File: config.mk
export PLATFORM = sky130hd
export DESIGN_NAME = radix_converter
export DESIGN_NICKNAME = d
export VERILOG_FILES = /design/src/design/rc_pkg.sv /design/src/design/radix_converter.sv /design/src/design/rc_bcd_unit.sv
export SDC_FILE = /design/constraint.sdc
export NUM_CORES = 1
export LEC_CHECK = 0
export ABC_CLOCK_PERIOD_IN_PS = 8500
export BUFFER_PORTS_ARGS = -buffer_cell sky130_fd_sc_hd__buf_2
export CAP_MARGIN = 0
export CORE_MARGIN = 2
export CORE_UTILIZATION = 61
export CTS_BUF_LIST = sky130_fd_sc_hd__clkbuf_8 sky130_fd_sc_hd__clkbuf_16
export DETAILED_ROUTE_END_ITERATION = 6
export GPL_TIMING_DRIVEN = 1
export HOLD_SLACK_MARGIN = 0.08
export PLACE_DENSITY = 0.84
export SYNTH_ARGS = -nofsm -noshare
export SYNTH_HDL_FRONTEND = slang
export SYNTH_HIERARCHICAL = 1
export SYNTH_SLANG_ARGS = --single-unit
export TNS_END_PERCENT = 30
File: constraint.sdc
create_clock -name clock -period 8.5 [get_ports clock]
set_clock_uncertainty 0.05 [all_clocks]
set_input_delay 0.425 -clock clock [delete_from_list [all_inputs] [get_ports clock]]
set_output_delay 0.425 -clock clock [all_outputs]
set_load 0.01 [all_outputs]
File: src/design/rc_pkg.sv
// ----------------------------------------------------------------------------
// rc_pkg
// Shared types and constants for the radix converter: request and response
// beats, radix and error codes, and the sizes of the binary-to-BCD unit.
// ----------------------------------------------------------------------------
package rc_pkg;

   // radix codes
   localparam logic [1:0] RADIX_BIN = 2'd0;
   localparam logic [1:0] RADIX_DEC = 2'd1;
   localparam logic [1:0] RADIX_OCT = 2'd2;
   localparam logic [1:0] RADIX_HEX = 2'd3;

   // error codes
   localparam logic [1:0] ERR_NONE = 2'd0;
   localparam logic [1:0] ERR_BIN  = 2'd1;
   localparam logic [1:0] ERR_OCT  = 2'd2;
   localparam logic [1:0] ERR_PAIR = 2'd3;

   // ascii
   localparam logic [6:0] CHAR_ZERO  = 7'd48;
   localparam logic [6:0] CHAR_ALPHA = 7'd55;
   localparam logic [3:0] DIGIT_TEN  = 4'd10;

   // binary-to-bcd unit: widest value is 32 bits, ten decimal digits
   localparam int CONV_BITS  = 32;
   localparam int BCD_DIGITS = 10;
   localparam int BCD_BITS   = 4 * BCD_DIGITS;

   typedef struct packed {
      logic [1:0]  from_radix;
      logic [1:0]  to_radix;
      logic [30:0] number;
      logic [63:0] hex_text;
      logic [3:0]  hex_length;
   } req_type;

   typedef struct packed {
      logic [6:0] digit_char;
      logic [1:0] error_code;
      logic       last_digit_flag;
   } rsp_type;

endpackage

File: src/design/radix_converter.sv
// ----------------------------------------------------------------------------
// radix_converter
// Converts one number per request between binary, octal, decimal and hex and
// returns the destination digits as ascii, most significant first.
// ----------------------------------------------------------------------------
//
//   channel   ports                      handshake
//   -------   ------------------------   -----------------------------------
//   request   start, busy, req_item      taken when start is high, busy low
//   response  rsp_strobe, rsp_item       one beat per digit, single cycle
//
// An equal source and destination radix returns its error beat in the cycle
// after the request and leaves busy low. Otherwise busy is high while the
// request is worked on: decimal-coded sources pass through the shared
// shift/add-3 unit and then take one decimal digit per cycle, hex sources one
// character per cycle, decimal destinations pass through the same unit again,
// and output takes one digit slot per cycle (VALUE_BITS slots for binary),
// leading zeros skipped. Reset is synchronous; the receiver cannot stall, so
// beats go out without waiting.
//
module radix_converter #(
   parameter int MAX_HEX_CHARS = 8,
   parameter int VALUE_BITS    = 32
) (
   input  logic            clock,
   input  logic            reset,
   input  logic            start,
   output logic            busy,
   input  rc_pkg::req_type req_item,
   output logic            rsp_strobe,
   output rc_pkg::rsp_type rsp_item
);
   import rc_pkg::*;

   localparam int CNT_W  = $clog2(BCD_BITS + 1);
   localparam int N_BIN  = VALUE_BITS;
   localparam int N_OCT  = (VALUE_BITS + 2) / 3;
   localparam int N_HEX  = (VALUE_BITS + 3) / 4;
   localparam int SH_BIN = BCD_BITS - N_BIN;
   localparam int SH_OCT = BCD_BITS - 3 * N_OCT;
   localparam int SH_HEX = BCD_BITS - 4 * N_HEX;

   localparam logic [7:0] ASC_0  = 8'h30;
   localparam logic [7:0] ASC_9  = 8'h39;
   localparam logic [7:0] ASC_UA = 8'h41;
   localparam logic [7:0] ASC_UF = 8'h46;
   localparam logic [7:0] ASC_LA = 8'h61;
   localparam logic [7:0] ASC_LF = 8'h66;

   typedef enum logic [2:0] {
      S_IDLE,
      S_SRC_CONV,
      S_SRC_DIGITS,
      S_HEX,
      S_PREP,
      S_OUT_CONV,
      S_EMIT
   } state_type;

   state_type             state_ff;
   logic [1:0]            from_ff;
   logic [1:0]            to_ff;
   logic [VALUE_BITS-1:0] val_ff;
   logic [63:0]           text_ff;
   logic [3:0]            len_ff;
   logic [BCD_BITS-1:0]   shreg_ff;
   logic [CNT_W-1:0]      cnt_ff;
   logic                  started_ff;
   logic                  rsp_strobe_ff;
   rsp_type               rsp_ff;

   logic                  accept;
   logic                  conv_go;
   logic [CONV_BITS-1:0]  conv_value;
   logic                  conv_done;
   logic [BCD_BITS-1:0]   conv_bcd;
   logic [3:0]            src_digit;
   logic                  src_bad;
   logic [VALUE_BITS-1:0] acc_in;
   logic [3:0]            hex_digit;
   logic [VALUE_BITS-1:0] hex_in;
   logic [3:0]            emit_digit;
   logic                  emit_now;
   logic [6:0]            emit_char;
   logic [BCD_BITS-1:0]   shreg_in;
   logic [3:0]            len_sat;

   function automatic logic [3:0] hex_value(input logic [7:0] c);
      logic [3:0] d;
      d = 4'd0;
      if (c >= ASC_0 && c <= ASC_9) begin
         d = c[3:0];
      end else if ((c >= ASC_UA && c <= ASC_UF) || (c >= ASC_LA && c <= ASC_LF)) begin
         // letters sit at 1..6 in the low nibble
         d = c[3:0] + 4'd9;
      end
      return d;
   endfunction

   rc_bcd_unit u_bcd (
      .clock      (clock),
      .reset      (reset),
      .conv_go    (conv_go),
      .conv_value (conv_value),
      .conv_done  (conv_done),
      .conv_bcd   (conv_bcd)
   );

   assign accept = start && (state_ff == S_IDLE);

   always_comb begin
      len_sat = (req_item.hex_length > 4'(MAX_HEX_CHARS)) ? 4'(MAX_HEX_CHARS)
                                                          : req_item.hex_length;

      conv_go = (accept && (req_item.from_radix != req_item.to_radix)
                 && (req_item.from_radix == RADIX_BIN || req_item.from_radix == RADIX_OCT))
                || (state_ff == S_PREP && to_ff == RADIX_DEC);
      conv_value = (state_ff == S_IDLE) ? CONV_BITS'(req_item.number)
                                        : CONV_BITS'(val_ff);

      // source digits, most significant first
      src_digit = shreg_ff[BCD_BITS-1 -: 4];
      if (from_ff == RADIX_BIN) begin
         src_bad = src_digit > 4'd1;
         acc_in  = (val_ff << 1) + VALUE_BITS'(src_digit);
      end else begin
         src_bad = src_digit > 4'd7;
         acc_in  = (val_ff << 3) + VALUE_BITS'(src_digit);
      end

      hex_digit = hex_value(text_ff[63:56]);
      hex_in    = (val_ff << 4) + VALUE_BITS'(hex_digit);

      case (to_ff)
         RADIX_BIN: begin
            emit_digit = {3'b000, shreg_ff[BCD_BITS-1]};
            shreg_in   = shreg_ff << 1;
         end
         RADIX_OCT: begin
            emit_digit = {1'b0, shreg_ff[BCD_BITS-1 -: 3]};
            shreg_in   = shreg_ff << 3;
         end
         default: begin
            emit_digit = shreg_ff[BCD_BITS-1 -: 4];
            shreg_in   = shreg_ff << 4;
         end
      endcase

      // leading zeros are skipped, but the last slot always goes out
      emit_now  = started_ff || (emit_digit != 4'd0) || (cnt_ff == CNT_W'(1));
      emit_char = (emit_digit < DIGIT_TEN) ? CHAR_ZERO + 7'(emit_digit)
                                           : CHAR_ALPHA + 7'(emit_digit);
   end

   always_ff @(posedge clock) begin
      if (reset) begin
         state_ff      <= S_IDLE;
         rsp_strobe_ff <= 1'b0;
         started_ff    <= 1'b0;
         cnt_ff        <= '0;
      end else begin
         rsp_strobe_ff <= 1'b0;
         unique case (state_ff)
            S_IDLE: begin
               if (accept) begin
                  from_ff <= req_item.from_radix;
                  to_ff   <= req_item.to_radix;
                  text_ff <= req_item.hex_text;
                  len_ff  <= len_sat;
                  val_ff  <= '0;
                  if (req_item.from_radix == req_item.to_radix) begin
                     rsp_strobe_ff          <= 1'b1;
                     rsp_ff.digit_char      <= '0;
                     rsp_ff.error_code      <= ERR_PAIR;
                     rsp_ff.last_digit_flag <= 1'b1;
                  end else begin
                     unique case (req_item.from_radix) inside
                        RADIX_BIN, RADIX_OCT: state_ff <= S_SRC_CONV;
                        RADIX_DEC: begin
                           val_ff   <= VALUE_BITS'(req_item.number);
                           state_ff <= S_PREP;
                        end
                        default: state_ff <= S_HEX;
                     endcase
                  end
               end
            end
            S_SRC_CONV: begin
               if (conv_done) begin
                  shreg_ff <= conv_bcd;
                  cnt_ff   <= CNT_W'(BCD_DIGITS);
                  state_ff <= S_SRC_DIGITS;
               end
            end
            S_SRC_DIGITS: begin
               if (src_bad) begin
                  rsp_strobe_ff          <= 1'b1;
                  rsp_ff.digit_char      <= '0;
                  rsp_ff.error_code      <= (from_ff == RADIX_BIN) ? ERR_BIN : ERR_OCT;
                  rsp_ff.last_digit_flag <= 1'b1;
                  state_ff               <= S_IDLE;
               end else begin
                  val_ff   <= acc_in;
                  shreg_ff <= shreg_ff << 4;
                  cnt_ff   <= cnt_ff - 1'b1;
                  if (cnt_ff == CNT_W'(1)) begin
                     state_ff <= S_PREP;
                  end
               end
            end
            S_HEX: begin
               if (len_ff == 4'd0) begin
                  state_ff <= S_PREP;
               end else begin
                  val_ff  <= hex_in;
                  text_ff <= text_ff << 8;
                  len_ff  <= len_ff - 1'b1;
               end
            end
            S_PREP: begin
               started_ff <= 1'b0;
               unique case (to_ff)
                  RADIX_BIN: begin
                     shreg_ff <= BCD_BITS'(val_ff) << SH_BIN;
                     cnt_ff   <= CNT_W'(N_BIN);
                     state_ff <= S_EMIT;
                  end
                  RADIX_OCT: begin
                     shreg_ff <= BCD_BITS'(val_ff) << SH_OCT;
                     cnt_ff   <= CNT_W'(N_OCT);
                     state_ff <= S_EMIT;
                  end
                  RADIX_HEX: begin
                     shreg_ff <= BCD_BITS'(val_ff) << SH_HEX;
                     cnt_ff   <= CNT_W'(N_HEX);
                     state_ff <= S_EMIT;
                  end
                  default: state_ff <= S_OUT_CONV;
               endcase
            end
            S_OUT_CONV: begin
               if (conv_done) begin
                  shreg_ff <= conv_bcd;
                  cnt_ff   <= CNT_W'(BCD_DIGITS);
                  state_ff <= S_EMIT;
               end
            end
            S_EMIT: begin
               if (emit_now) begin
                  rsp_strobe_ff          <= 1'b1;
                  rsp_ff.digit_char      <= emit_char;
                  rsp_ff.error_code      <= ERR_NONE;
                  rsp_ff.last_digit_flag <= (cnt_ff == CNT_W'(1));
                  started_ff             <= 1'b1;
               end
               shreg_ff <= shreg_in;
               cnt_ff   <= cnt_ff - 1'b1;
               if (cnt_ff == CNT_W'(1)) begin
                  state_ff <= S_IDLE;
               end
            end
            default: state_ff <= S_IDLE;
         endcase
      end
   end

   assign busy       = (state_ff != S_IDLE);
   assign rsp_strobe = rsp_strobe_ff;
   assign rsp_item   = rsp_ff;

endmodule

File: src/design/rc_bcd_unit.sv
// ----------------------------------------------------------------------------
// rc_bcd_unit
// Iterative binary-to-BCD converter (shift and add-3), one bit per cycle.
// ----------------------------------------------------------------------------
module rc_bcd_unit (
   input  logic                          clock,
   input  logic                          reset,
   input  logic                          conv_go,
   input  logic [rc_pkg::CONV_BITS-1:0]  conv_value,
   output logic                          conv_done,
   output logic [rc_pkg::BCD_BITS-1:0]   conv_bcd
);
   import rc_pkg::*;

   localparam int CNT_W = $clog2(CONV_BITS + 1);

   logic [CONV_BITS-1:0] bin_ff;
   logic [CONV_BITS-1:0] bin_in;
   logic [BCD_BITS-1:0]  bcd_ff;
   logic [BCD_BITS-1:0]  bcd_in;
   logic [BCD_BITS-1:0]  adj;
   logic [CNT_W-1:0]     cnt_ff;
   logic                 run_ff;
   logic                 done_ff;

   // each digit of five or more gets three added before the shift
   always_comb begin
      adj = bcd_ff;
      for (int i = 0; i < BCD_DIGITS; i++) begin
         if (bcd_ff[4*i +: 4] >= 4'd5) begin
            adj[4*i +: 4] = bcd_ff[4*i +: 4] + 4'd3;
         end
      end
      bcd_in = {adj[BCD_BITS-2:0], bin_ff[CONV_BITS-1]};
      bin_in = {bin_ff[CONV_BITS-2:0], 1'b0};
   end

   always_ff @(posedge clock) begin
      if (reset) begin
         run_ff  <= 1'b0;
         done_ff <= 1'b0;
         cnt_ff  <= '0;
      end else begin
         done_ff <= 1'b0;
         if (conv_go) begin
            bin_ff <= conv_value;
            bcd_ff <= '0;
            cnt_ff <= CNT_W'(CONV_BITS);
            run_ff <= 1'b1;
         end else if (run_ff) begin
            bin_ff <= bin_in;
            bcd_ff <= bcd_in;
            cnt_ff <= cnt_ff - 1'b1;
            if (cnt_ff == CNT_W'(1)) begin
               run_ff  <= 1'b0;
               done_ff <= 1'b1;
            end
         end
      end
   end

   assign conv_done = done_ff;
   assign conv_bcd  = bcd_ff;

endmodule

==> results.txt <==
- After detailed routing, the number of remaining DRC violations is 0.
* IO Count: 118
- Worst-case vdd ir drop: between 200 and 250 µV
- Sequential cell area in the final layout: between 7000 and 8000 µm²
* TritonCTS Sinks: 245
- Power comes to a little under 5 mW.
* Most common cell in the synthesized netlist: nand2_1
* Number of max-slew violations in the final report: 0
- Wire length of the first global-routing pass: between 50000 and 60000 µm
* Share of layout cells above drive strength 1: around a fifth
* Destination of the worst hold path: text_ff[12]$_DFFE_PP_
- Global router's overall resource usage: between 20% and 30%
* Post-detailed-placement cell area: 15700 µm²
- In this run the vertical extent of the chip is between 150 and 200 µm.
- For this run the aggregate overflow at the end of global routing stands at 0.
* CTS Buffer Depth: 3
* Cell Chain, Critical Path: inv_1, ha_1, buf_4, a22o_1, a21oi_1, ha_1, nor2b_1, nand4_1, a21oi_1, nor4_2
* Leading area contributor after synthesis: edfxtp_1
* Start point of the worst hold path: req_item[16]
- Vias/cell: roughly 6.3
- Setup violations remaining at the end of the flow were counted as 0.
* Power density over the cells: around 300 nW/µm²
- After synthesis, the most frequently instantiated cells are nand2_1, edfxtp_1, nor2_1.
- OpenSTA, run right after detailed placement, puts the worst setup slack at roughly 5.1 ns.
- Ranked by total cell area, the synthesized netlist is headed by edfxtp_1, nand2_1, mux2_2.
* Min-delay worst type: input port to flip-flop
- Final Worst Setup Slack: approximately 5 ns
* Post-synth EDFFs: between 200 and 250
* H-tree Lvls: 1
- Entering global routing, the biggest net connects between 80 and 90 pins.
- Counting instances, the worst hold path has a depth of 3.
- Dividing the synthesized area by the synthesized cell count gives between 9 and 10 µm².
* Fraction of synthesis flops using an asynchronous set or reset pin: 0%
- RR Endpoint: rsp_item[4]$_DFFE_PP_
* Horizontal die dimension: approximately 160 µm
* Yosys warns: 6
- Sequential cells burn between 40% and 50% of the power.
- In this run the worst setup path begins at to_ff[0]$_DFFE_PP_.
- GPL Wtd Cong: between 0.9 and 1
- The first detailed-routing pass ran for 7 iterations.
- RSZ-0062 raised after global routing: false
- Final antenna diode count: 0
- Total negative slack for setup checks: 0 ns
- Synthesis produced a netlist with a net count of roughly 1700.
- The startpoint identified for the worst register-to-register timing path is to_ff[0]$_DFFE_PP_.
- Counting I/O delays and the setup requirement, the final critical path takes 3.47 ns.
- Worst Path Class, Setup: flip-flop to flip-flop
- Summing over every cut layer, the via total after detailed routing is 11983.
- The worst pin sits at a relative slew slack of between 15 and 20%.
* Final hold violation count: 0
- Final layout net count: 1716
- After legalization and detailed placement, the total HPWL measured about 23000 µm.
- The synthesized design devotes to its leading area cell type a little under half of total area.
- In this design, the stage delay of the slowest critical-path cell is ~1.0 ns.
- STA puts the critical path data required time at roughly 8.6 ns.
- Filler Cell Count: about 1800
- Actual transition at the worst max-transition pin: 1.24 ns
* Comb pwr share: 35.2%
* Antenna violation net count after detailed routing: 0
- Post-synthesis instance area: ~15000 µm²
- Post-Syn Instances: 1519
* Number of register bits inferred by synthesis: roughly 250
- The tool flagged a number of max-cap violations equal to 0.
- Total clock buffers created by CTS: 27
* Signed area change from the synthesized netlist to the final layout: 10.0%
* Initial standard-cell utilization of the core: 62.0%
* CP Buf/Inv Count: 2
- Area occupied by multi-input gates: ~7000 µm²
- Portion of total power attributed to the clock network: 22.1%
- The core region is ~24000 µm².
- Via count of the first global-routing pass: 11425
* R2R Setup Slk: just over 5 ns
- Distinct cell type count after synthesis: 80
* Clock latency on the worst-skew pair: between 0.5 and 0.6 ns
- Area enclosed by the die boundary: ~26000 µm²
- TritonCTS built the clock tree.
* Post-route cell area: ~17000 µm²
- CP max stage cell: nor4_2
- Int Power: approximately 3 mW
- Total number of placement rows: 57
- Switching component of the power: 1.87 mW
* Prevailing post-synth register cell: edfxtp_1
* Largest fanout on the critical path: 46
- The initial antenna violation count came to 0.
- Worst Reg-to-Reg Cells: 10
- Summed over all cells, the static leakage comes to 6.28 nW.
- Dividing the detail-routed wire length by the instance count gives between 15 and 20 µm.
* Category of the worst setup path capture point: flip-flop
- Clock root cell: clkbuf_16
- Startpoint type of the worst setup path: flip-flop
* Sequential-to-total area share from yosys stat: a little under half
* Data arrival time of the critical path: roughly 3.6 ns
- Smallest hold slack: around 0.10 ns
- Timing would allow up to slightly below 300 MHz.
* Period Utilization, post-route: about 41%
* Port Buffer Count: 117
* Net switching share of the total power: 37.7%
- Clock-pin slew was measured on the worst setup and hold paths at about 0.060 ns.
- Number of design-rule violations left by the first detailed-router iteration: between 1000 and 1500
- Cell family contributing the most delay on the critical path: simple AND/OR/NAND/NOR gates
- The routed design has ~36000 µm of wire.
- Run status: completed
routing by layer:
| layer | share of wire (%) | track usage [%] | vias up |
|---|---|---|---|
| met5 | 0 | 0 | - |
| met4 | 3.9 | 11.2 | 0 |
| met3 | 8.3 | 4.26 | 97 |
| met2 | 48 | 45.5 | 614 |
| met1 | 40 | 35.6 | 5623 |
| li1 | - | - | 5649 |
worst max-delay path by stage:
| stage | to | slack (ns) | cells past startpoint |
|---|---|---|---|
| 2_1_floorplan | val_ff[0]$_DFFE_PP_ | 1.74 | 5 |
| 3_3_place_gp | rsp_item[4]$_DFFE_PP_ | 5.23 | 10 |
| 3_5_place_dp | rsp_item[4]$_DFFE_PP_ | 5.08 | 10 |
| 4_1_cts | rsp_item[1]$_DFFE_PP_ | 5.05 | 10 |
| 5_1_grt | rsp_item[1]$_DFFE_PP_ | 4.84 | 10 |
| 6_report | rsp_item[4]$_DFFE_PP_ | 5.03 | 10 |
layout make-up:
class                   count  area share, %
clock buffers              32           4.50
multi-input cells        1110           43.6
well taps                 324           2.45
inverters                  45           1.02
flip-flops and latches    245           43.3
repair buffers            139           4.58
clock inverters            18          0.567
registers in the layout, summed over array words and instances (netlist names):
name             count
cnt_ff               6
from_ff              2
len_ff               4
rsp_item            10
rsp_strobe           1
shreg_ff            40
started_ff           1
state_ff             3
text_ff             64
to_ff                2
u_bcd/bin_ff        32
u_bcd/cnt_ff         6
u_bcd/conv_bcd      40
u_bcd/conv_done      1
u_bcd/run_ff         1
val_ff              32
power groups by stage:
stage / clock network [mW] / registers (mW) / logic, mW
final: 1.10 / 2.12 / 1.75
after global routing: 1.16 / 2.16 / 1.93
after CTS: 1.11 / 2.10 / 1.73
after detailed placement: 0 / 2.13 / 1.71
after global placement: 0 / 2.12 / 1.65
after floorplan: 0 / 1.93 / 1.48
cell usage in the layout (no fill, tap or decap), types with 7 or more instances in the layout:
| master | synthesis | routed |
|---|---|---|
| nand2_1 | 318 | 318 |
| edfxtp_1 | 226 | 226 |
| buf_2 | 34 | 117 |
| nor2_1 | 100 | 96 |
| a21oi_1 | 81 | 81 |
| mux2_2 | 79 | 79 |
| o21ai_0 | 71 | 70 |
| inv_1 | 44 | 49 |
| xnor2_1 | 41 | 41 |
| ha_1 | 41 | 41 |
| a222oi_1 | 40 | 40 |
| a22o_1 | 32 | 32 |
| nor3_1 | 32 | 29 |
| clkbuf_16 | 0 | 27 |
| a22oi_1 | 25 | 25 |
| xor2_1 | 21 | 21 |
| dfxtp_1 | 19 | 19 |
| buf_4 | 11 | 19 |
| and2_1 | 17 | 17 |
| nand3_1 | 17 | 17 |
| nand2b_1 | 13 | 13 |
| o211ai_1 | 13 | 13 |
| o21ai_1 | 14 | 13 |
| and3_1 | 11 | 11 |
| clkinv_2 | 0 | 10 |
| nor4_1 | 10 | 9 |
| nor2b_1 | 8 | 8 |
| mux2i_1 | 8 | 8 |
| a211oi_1 | 8 | 8 |
| nor4_2 | 6 | 7 |
| nor3_2 | 4 | 7 |
worst reg2reg max path: stages, from the launching register on:
cell	delay, ns
edfxtp_1	0.45
inv_1	0.14
ha_1	0.16
buf_4	0.40
a22o_1	0.22
a21oi_1	0.07
ha_1	0.21
nor2b_1	0.13
nand4_1	0.10
a21oi_1	0.11
nor4_2	1.05
through the flow:
step,std cells,utilization (%)
3_3_place_gp,1860,64.7
5_1_grt,1913,68.3
2_1_floorplan,1519,-
6_report,1913,68.3
3_5_place_dp,1860,64.7
4_1_cts,1913,68.3
timing repair:
action | in CTS | in global routing
hold buffers | 3 | 0
gates resized for setup | 0 | 0
setup buffers | 0 | 0
endpoints found under the hold margin | 3 | 0
cells by family (layout without fill, tap and decap cells):
logic type / after synthesis / count (layout) / synth area share (%)
AO/OA/AOI/OAI: 332 / 332 / 15.3
XOR/XNOR: 62 / 62 / 3.61
adder cells (fa/ha/maj): 42 / 42 / 3.54
buffers and inverters: 164 / 234 / 4.85
flip-flops: 245 / 245 / 47.6
multiplexers: 87 / 87 / 6.45
AND/OR/NAND/NOR: 587 / 587 / 18.6
Power figures use the tool's default switching activity.
